[src/rtl/bpq_pkg.sv]
package bpq_pkg;

  localparam int unsigned ValW  = 32;
  localparam int unsigned PriW  = 16;
  localparam int unsigned FillW = 4;

  typedef enum logic [1:0] {
    ST_ENQUEUED = 2'd0,
    ST_DEQUEUED = 2'd1,
    ST_FULL     = 2'd2,
    ST_EMPTY    = 2'd3
  } status_e;

  typedef enum logic {
    ACT_ENQUEUE = 1'b0,
    ACT_DEQUEUE = 1'b1
  } action_e;

  typedef struct packed {
    logic                   valid;
    logic signed [PriW-1:0] pri;
    logic        [ValW-1:0] val;
  } entry_t;

  // shift command broadcast to every cell; at most one of insert and remove is set per cycle
  typedef struct packed {
    logic insert;
    logic remove;
  } cell_ctl_t;

endpackage

[src/rtl/bounded_priority_queue_core.sv]
// result word: registered, and valid in the cycle after its input word is accepted
// throughput: one word per cycle while results are taken; each cell of the sorted row updates in the same cycle
// a held result only stalls the input while the output register is full and not taken
// reset: asynchronous active low, empties the queue and drops any pending result;
// entry payload is not cleared
module bounded_priority_queue_core #(
  parameter int unsigned DEPTH = 8
) (
  input  logic        clk_i,
  input  logic        rst_ni,
  input  logic        s_axis_tvalid,
  output logic        s_axis_tready,
  input  logic [47:0] s_axis_tdata,  // item_value[31:0], item_priority[47:32]
  input  logic        s_axis_tuser,  // action
  output logic        m_axis_tvalid,
  input  logic        m_axis_tready,
  output logic [55:0] m_axis_tdata,  // out_value[31:0], out_priority[47:32], fill_level[51:48]
  output logic [1:0]  m_axis_tuser   // status
);
  import bpq_pkg::*;

  localparam int unsigned CntW = $clog2(DEPTH + 1);

  entry_t    cell_q   [DEPTH];
  logic      take     [DEPTH];
  logic      left_take[DEPTH];
  entry_t    left_in  [DEPTH];
  entry_t    right_in [DEPTH];
  logic [DEPTH-1:0] valid_vec;
  entry_t    new_entry;
  cell_ctl_t ctl;

  logic            accept, full, enq_ok, deq_ok;
  logic [CntW-1:0] count_q, count_d;

  logic                   out_valid_q;
  logic        [ValW-1:0] out_val_q, out_val_d;
  logic signed [PriW-1:0] out_pri_q, out_pri_d;
  status_e                out_st_q, out_st_d;
  logic       [FillW-1:0] out_fill_q;

  assign s_axis_tready = !out_valid_q || m_axis_tready;
  assign accept        = s_axis_tvalid && s_axis_tready;
  assign full          = (count_q == CntW'(DEPTH));
  assign enq_ok        = accept && (s_axis_tuser == ACT_ENQUEUE) && !full;
  assign deq_ok        = accept && (s_axis_tuser == ACT_DEQUEUE) && cell_q[0].valid;

  assign ctl       = '{insert: enq_ok, remove: deq_ok};
  assign new_entry = '{valid: 1'b1, pri: s_axis_tdata[47:32], val: s_axis_tdata[31:0]};

  for (genvar i = 0; i < DEPTH; i++) begin : g_cell
    if (i == 0) begin : g_head
      assign left_take[i] = 1'b0;
      assign left_in[i]   = new_entry;
    end else begin : g_body
      assign left_take[i] = take[i-1];
      assign left_in[i]   = cell_q[i-1];
    end
    if (i == DEPTH - 1) begin : g_tail
      assign right_in[i] = '{valid: 1'b0, pri: '0, val: '0};
    end else begin : g_inner
      assign right_in[i] = cell_q[i+1];
    end
    assign valid_vec[i] = cell_q[i].valid;

    bpq_cell u_cell (
      .clk_i      (clk_i),
      .rst_ni     (rst_ni),
      .ctl_i      (ctl),
      .new_i      (new_entry),
      .left_i     (left_in[i]),
      .left_take_i(left_take[i]),
      .right_i    (right_in[i]),
      .entry_o    (cell_q[i]),
      .take_o     (take[i])
    );
  end

  always_comb begin
    count_d = count_q;
    if (enq_ok) begin
      count_d = count_q + CntW'(1);
    end else if (deq_ok) begin
      count_d = count_q - CntW'(1);
    end
  end

  always_comb begin
    out_val_d = '0;
    out_pri_d = '0;
    if (s_axis_tuser == ACT_ENQUEUE) begin
      out_st_d = full ? ST_FULL : ST_ENQUEUED;
    end else if (cell_q[0].valid) begin
      out_st_d  = ST_DEQUEUED;
      out_val_d = cell_q[0].val;
      out_pri_d = cell_q[0].pri;
    end else begin
      out_st_d = ST_EMPTY;
    end
  end

  always_ff @(posedge clk_i or negedge rst_ni) begin
    if (!rst_ni) begin
      count_q     <= '0;
      out_valid_q <= 1'b0;
    end else begin
      count_q <= count_d;
      if (accept) begin
        out_valid_q <= 1'b1;
      end else if (m_axis_tready) begin
        out_valid_q <= 1'b0;
      end
    end
  end

  always_ff @(posedge clk_i) begin
    if (accept) begin
      out_val_q  <= out_val_d;
      out_pri_q  <= out_pri_d;
      out_st_q   <= out_st_d;
      out_fill_q <= FillW'(count_d);
    end
  end

  assign m_axis_tvalid = out_valid_q;
  assign m_axis_tdata  = {4'b0, out_fill_q, out_pri_q, out_val_q};
  assign m_axis_tuser  = out_st_q;

  // occupied cells always form a prefix of the row
  assert property (@(posedge clk_i) disable iff (!rst_ni)
    ((valid_vec >> 1) & ~valid_vec) == '0)
    else $error("gap in occupied cells");

  assert property (@(posedge clk_i) disable iff (!rst_ni)
    $countones(valid_vec) == int'(count_q))
    else $error("fill count out of step with cells");

  assert property (@(posedge clk_i) disable iff (!rst_ni)
    accept |=> m_axis_tvalid)
    else $error("accepted word produced no result");

endmodule

[src/rtl/bpq_cell.sv]
module bpq_cell (
  input  logic               clk_i,
  input  logic               rst_ni,
  input  bpq_pkg::cell_ctl_t ctl_i,
  input  bpq_pkg::entry_t    new_i,
  input  bpq_pkg::entry_t    left_i,
  input  logic               left_take_i,
  input  bpq_pkg::entry_t    right_i,
  output bpq_pkg::entry_t    entry_o,
  output logic               take_o
);
  import bpq_pkg::*;

  logic                   valid_q, valid_d;
  logic signed [PriW-1:0] pri_q, pri_d;
  logic        [ValW-1:0] val_q, val_d;

  // new word lands here or further up the row; ties stay behind older entries
  assign take_o = !valid_q || (new_i.pri > pri_q);

  always_comb begin
    valid_d = valid_q;
    pri_d   = pri_q;
    val_d   = val_q;
    if (ctl_i.remove) begin
      valid_d = right_i.valid;
      pri_d   = right_i.pri;
      val_d   = right_i.val;
    end else if (ctl_i.insert && take_o) begin
      if (left_take_i) begin
        valid_d = left_i.valid;
        pri_d   = left_i.pri;
        val_d   = left_i.val;
      end else begin
        valid_d = 1'b1;
        pri_d   = new_i.pri;
        val_d   = new_i.val;
      end
    end
  end

  always_ff @(posedge clk_i or negedge rst_ni) begin
    if (!rst_ni) begin
      valid_q <= 1'b0;
    end else begin
      valid_q <= valid_d;
    end
  end

  always_ff @(posedge clk_i) begin
    pri_q <= pri_d;
    val_q <= val_d;
  end

  assign entry_o = '{valid: valid_q, pri: pri_q, val: val_q};

endmodule

[config.mk]
export PLATFORM = sky130hd
export DESIGN_NAME = bounded_priority_queue_core
export DESIGN_NICKNAME = d
export VERILOG_FILES = /design/src/rtl/bpq_pkg.sv /design/src/rtl/bounded_priority_queue_core.sv /design/src/rtl/bpq_cell.sv
export SDC_FILE = /design/constraint.sdc
export NUM_CORES = 1
export LEC_CHECK = 0
export BUFFER_PORTS_ARGS = -buffer_cell sky130_fd_sc_hd__buf_2
export CAP_MARGIN = 10
export CORE_MARGIN = 2
export CORE_UTILIZATION = 50
export DETAILED_ROUTE_END_ITERATION = 6
export GPL_TIMING_DRIVEN = 0
export PLACE_DENSITY_LB_ADDON = 0.1
export SYNTH_ARGS = -nofsm -noshare
export SYNTH_HDL_FRONTEND = slang
export SYNTH_HIERARCHICAL = 1
export SYNTH_SLANG_ARGS = --single-unit
[constraint.sdc]
create_clock -name clk_i -period 5.4 [get_ports clk_i]
set_input_delay 0.54 -clock clk_i [delete_from_list [all_inputs] [get_ports clk_i]]
set_output_delay 0.54 -clock clk_i [all_outputs]
set_load 0.005 [all_outputs]
==> results of run 1 <==
==> worst max-delay path: stages, from the launching register on <==
cell and delay, ps:
edfxtp_1 540, inv_1 110, ha_1 340, nand4_2 150, nor2_1 70, a311o_1 360
a221o_1 300, mux2_4 350, nand2_1 80, clkbuf_1 320, buf_2 390, buf_2 490
mux2i_1 240, o21ai_0 110
==> worst max path at each step <==
stage	from	endpoint	slack, ps	depth (start not counted)
finish	g_cell[0].u_cell/pri_q[15]	g_cell[1].u_cell/val_q[12]	1260	13
global route	g_cell[0].u_cell/pri_q[15]	g_cell[1].u_cell/val_q[15]	1090	12
CTS	g_cell[0].u_cell/pri_q[15]	g_cell[1].u_cell/val_q[15]	1310	13
detailed placement	s_axis_tdata[33]	g_cell[5].u_cell/val_q[12]	930	13
global placement	s_axis_tdata[47]	g_cell[0].u_cell/val_q[1]	-2000	8
floorplan	s_axis_tdata[47]	g_cell[0].u_cell/pri_q[0]	500	7
==> cell usage in the layout, fill, tap and decap left out, drive strengths merged, types with 5 or more instances in the layout <==
cell	count
edfxtp	438
a21oi	53
inv	148
nand2	419
nand3b	11
nand2b	14
o41ai	5
conb	55
a21o	16
buf	177
clkbuf	177
dfrtp	13
o21ai	388
clkinv	17
ha	130
nand3	13
and3	48
nand4	28
nor2	19
mux2i	389
==> through the flow <==
stage	util [%]	hold slack [ps]	instance area [um^2]	setup slack [ps]
3_5_place_dp	54.1	469	27600	933
3_3_place_gp	53.4	466	27300	-2000
2_1_floorplan	-	244	25900	503
6_report	57.0	149	29100	1260
5_1_grt	57.0	137	29100	1090
4_1_cts	57.0	120	29100	1310
==> state kept, by name, summed over array words and instances, names as in the netlist <==
register,count
g_cell.u_cell/val_q,256
g_cell.u_cell/pri_q,128
out_val_q,32
out_pri_q,16
g_cell.u_cell/valid_q,8
count_q,4
out_fill_q,4
m_axis_tuser,2
m_axis_tvalid,1
==> cell type report <==
| type | instances | area share [%] |
|---|---|---|
| diodes | 3 | 0.0258 |
| clock buffers | 74 | 4.82 |
| flip-flops and latches | 451 | 46.2 |
| plain buffers | 159 | 2.40 |
| multi-input cells | 1663 | 38.5 |
| clock inverters | 18 | 0.296 |
| inverters | 147 | 1.90 |
| well taps | 680 | 2.92 |
| repair buffers | 122 | 2.87 |
==> per-layer routing <==
layer / wire length [um] / part of all wire [%] / vias up
met4: 1930 / 2.7 / 0
met1: 31400 / 44 / 9127
met3: 4930 / 6.9 / 128
li1: - / - / 9008
met2: 33300 / 47 / 707
met5: 0 / 0 / -
==> power groups by stage <==
stage               registers, mW  logic, mW  clock network, mW
finish                       5.55       4.73               3.22
global route                 5.64       5.12               3.41
CTS                          5.55       4.68               3.27
detailed placement           5.61       4.66                  0
global placement             5.65       4.39                  0
floorplan                    5.49       3.22                  0
==> results.toml, run 1 <==
[sta]
skew_ps = 27.1
timing.final.crit_share_pct = 76.7
slew_viol_final = 0
tns_ps = 0
period_needed_ps = 4140
tightest_slew_ps = 1030
slew-limit-headroom_pct = 31.6
setup_viol = 0
hold_viol_final = 0
rsz0062_at_grt = "false"
fmax_mhz = 242

[place]
dp_hpwl_um = 51600
gp_congestion = 0.886
dpl.cell_count = 3221
numPortBuffers = 108

[setup_path]
rr_startpoint = "g_cell[0].u_cell/pri_q[15]"
path_class = "reg2reg"
r2r-end = "g_cell[1].u_cell/val_q[12]"
cp.arrival_ps = 4460
r2r_cells = 13
cp_max_fo = 10
rrSetupSlack_ps = 1260
endpoint_kind = "register"
start_kind = "register"
required_ps = 5720

[min_path]
hold_end = "m_axis_tuser[0]"
min_from = "s_axis_tuser"
holdCritPathClass = "in2reg"
whs_path_depth = 1

[final_layout]
multi_input_area_mm2 = 0.0112
layout.nets = 2779
area_growth_pct = 13.4
regArea_mm2 = 0.0135
final_cell_count_no_fill = 3317
layout-drive-gt1-share_pct = 9.61
fillers = 4461

[cts]
clockRootBuffer = "clkbuf_16"
cts_hold_buf = 1
cts_buffers = 52
clkSinkCount = 451
tritoncts = "built"
htreeDepth = 2
clk_latency_ps = 610
cts_setup_buffers = 0
path_clk_slew_ps = 60
cts_resized = 0
clockBufferDepth = 3

[pwr]
sequentialPowerShare_pct = 41.1
p_leak_nw = 12.2
p_clk_share_pct = 23.8
swShare_pct = 35.1
p_sw_mw = 4.73
p_total_mw = 13.5
p_per_area_mw_per_mm2 = 463
p_int_mw = 8.76
ir_drop_v = 0.000248
combPwrFrac_pct = 35.0

[floorplan]
start_util_pct = 50.3
die_area_mm2 = 0.0532
dieHeight_um = 231
ios = 113
die_x_um = 231
rows = 83
core_region_area_mm2 = 0.0511

[synth]
syn_area_per_cell_um2 = 10.9
yosys_warnings = 6
syn-cell-area_mm2 = 0.0257
netlist_instances = 2367

[global_routing]
antenna_found_initial = 3
busiest_layer = "met2"
grt_pass1_wl_um = 110000
grtUsageTotal_pct = 26.8
met3_usage_pct = 3.66
grtUsageMet2_pct = 43.9
use_met1_pct = 37.0
overflow = 0
grt_max_degree = 57
grt_pass1_vias = 19000

[drt]
routed_via_density = 5.72
drcViolationCount = 0
first_pass_iters = 5
vias = 19000
antenna_left = 0
finalWirelength_um = 71500
routedWlPerCell_um = 21.6
drt_iter0_drc = 1898

[run]
max_cap_viol_count = 0

[run_status]
outcome = "completed"
(Power assumes the default switching activity.)
==> run 2: changes to the inputs <==
==> constraint.sdc (replaced) <==
create_clock -name clk_i -period 4.2 [get_ports clk_i]
set_input_delay 0.42 -clock clk_i [delete_from_list [all_inputs] [get_ports clk_i]]
set_output_delay 0.42 -clock clk_i [all_outputs]
set_load 0.005 [all_outputs]
==> run 2 against run 1 <==
- clock power up 40%
- via count up 0.62%
- worst setup slack worse by 1200 ps
- highest routed layer unchanged
- largest power group unchanged
==> results.toml, run 2 (synthesized netlist as in run 1, its figures left out) <==
[run_status]
outcome = "completed"

[sta]
rsz0062_at_grt = "false"
slew_viol_final = 0
hold_viol_final = 0
setup_viol = 0
whs_ps = 42.1
period_needed_ps = 4120
skew_ps = 27.4
tightest_slew_ps = 1030
fmax_mhz = 243
slew-limit-headroom_pct = 31.0
timing.final.crit_share_pct = 98.0
worst_slack_ps = 84.1

[place]
pre_cts_slack_ps = -144
numPortBuffers = 108
dp_hpwl_um = 51600
gp_congestion = 0.888

[drt]
vias = 19100
routedWlPerCell_um = 21.6
routed_via_density = 5.75
drcViolationCount = 0
drt_iter0_drc = 1730
first_pass_iters = 5
finalWirelength_um = 71800
antenna_left = 0

[global_routing]
grt_pass1_vias = 19000
grt_pass1_wl_um = 110000
grt_max_degree = 37
grtUsageTotal_pct = 26.9
antenna_found_initial = 2
overflow = 0

[setup_path]
cp_max_fo = 10
path_class = "reg2reg"
cp.arrival_ps = 4440
required_ps = 4520
cpMostUsedCell = "buf_2"
cp_num_buf_inv = 4
endpoint_kind = "register"
start_kind = "register"
slowest_delay_ps = 560
critPathTopFamily = "buffers and inverters"
crit_path_cell_trace = "inv_1 > ha_1 > nand4_2 > nor2_1 > a311o_1 > a221o_1 > mux2_4 > nand2_1 > clkbuf_1 > buf_2 > buf_2 > mux2i_1 > o21ai_0"
cp_slowest_cell = "edfxtp_1"

[final_layout]
layout_common_cells = "edfxtp_1 (438), nand2_1 (418), mux2i_1 (389), o21ai_0 (388), inv_1 (146)"
area_growth_pct = 14.1
largest_reg_flops = 256
reg_top3 = "g_cell.u_cell/val_q: 256 flops, g_cell.u_cell/pri_q: 128 flops, out_val_q: 32 flops"
multi_input_area_mm2 = 0.0112
layout-drive-gt1-share_pct = 10.2
layout.nets = 2781
fillers = 4436
regMostFlops = "g_cell.u_cell/val_q"
mostFrequentLayoutCell = "edfxtp_1"
regArea_mm2 = 0.0135

[cts]
clk_latency_ps = 620
clockBufferDepth = 3
htreeDepth = 2
clkSinkCount = 451
tritoncts = "built"
cts_resized = 0
path_clk_slew_ps = 60
cts_setup_buffers = 0
cts_buffers = 52
clockRootBuffer = "clkbuf_16"

[pwr]
ir_drop_v = 0.000328
p_total_mw = 17.7
p_per_area_mw_per_mm2 = 604
p_leak_nw = 12.3

[floorplan]
ios = 113
core_region_area_mm2 = 0.0511
rows = 83
start_util_pct = 50.3
die_x_um = 231
dieHeight_um = 231
die_area_mm2 = 0.0532

[min_path]
holdCritPathClass = "in2reg"

[run]
max_cap_viol_count = 0
==> run 2: changes by cell type in the layout (fill, tap and decap cells not counted), moves of 2 or more <==
cell       change
bufinv_16      +6
buf_12         +2
diode_2        -2
clkbuf_1      -10
clkinv_2       +7
clkinv_1       -2
==> run 2: power breakdown <==
part | switching [mW] | leakage (nW) | internal [mW] | total, mW
Sequential | 0.579 | 4.24 | 6.56 | 7.14
Clock | 1.87 | 0.806 | 2.63 | 4.50
Combinational | 3.67 | 7.28 | 2.39 | 6.06
==> run 2: metrics by stage <==
step	setup TNS [ps]	cell area [um^2]	utilization [%]	instances
6_report	0	29300	57.4	3319
5_1_grt	0	29300	57.4	3319
4_1_cts	0	29300	57.4	3318
3_5_place_dp	-4770	27600	54.1	3222
3_3_place_gp	-377650	27300	53.5	3208
2_1_floorplan	0	25900	-	2420
==> run 2: timing repair <==
action	4_1_cts	5_1_grt
endpoints found under the hold margin	14	0
endpoints found under the setup margin	0	0
hold buffers	2	0
==> run 2: final cells by class <==
class / count / area share, %
inverter: 147 / 1.88
buffer: 159 / 2.39
sequential: 451 / 46.0
clock inverter: 31 / 1.05
antenna: 1 / 0.00853
tap: 680 / 2.90
timing repair buffer: 124 / 2.93
multi-input combinational: 1663 / 38.3
clock buffer: 63 / 4.58
==> run 2: worst reg2reg max path, delay by kind of cell (launching register included) <==
family	cells	cell delay, ps
simple gates	3	300
mux	2	610
compound gates	3	790
fa+ha+maj	1	330
flops	1	560
buf+inv	4	1270
==> run 2: routing by layer <==
metal / GRT usage, % / share of wire, %
met5: 0 / 0
met2: 43.4 / 46
met4: 9.80 / 3.3
met3: 3.73 / 6.9
met1: 37.1 / 44
==> run 2: worst paths after layout <==
check | startpoint | slack (ps) | end | cells after the start
max in group asynchronous | rst_ni | 3670 | g_cell[2].u_cell/valid_q | 2
setup reg to reg | g_cell[0].u_cell/pri_q[15] | 80 | g_cell[1].u_cell/val_q[17] | 13
hold / removal | s_axis_tvalid | 40 | m_axis_tvalid | 2
hold reg to reg | g_cell[7].u_cell/val_q[28] | 520 | g_cell[6].u_cell/val_q[28] | 2
setup / recovery | g_cell[0].u_cell/pri_q[15] | 80 | g_cell[1].u_cell/val_q[17] | 13
min in group asynchronous | rst_ni | 260 | g_cell[5].u_cell/valid_q | 2
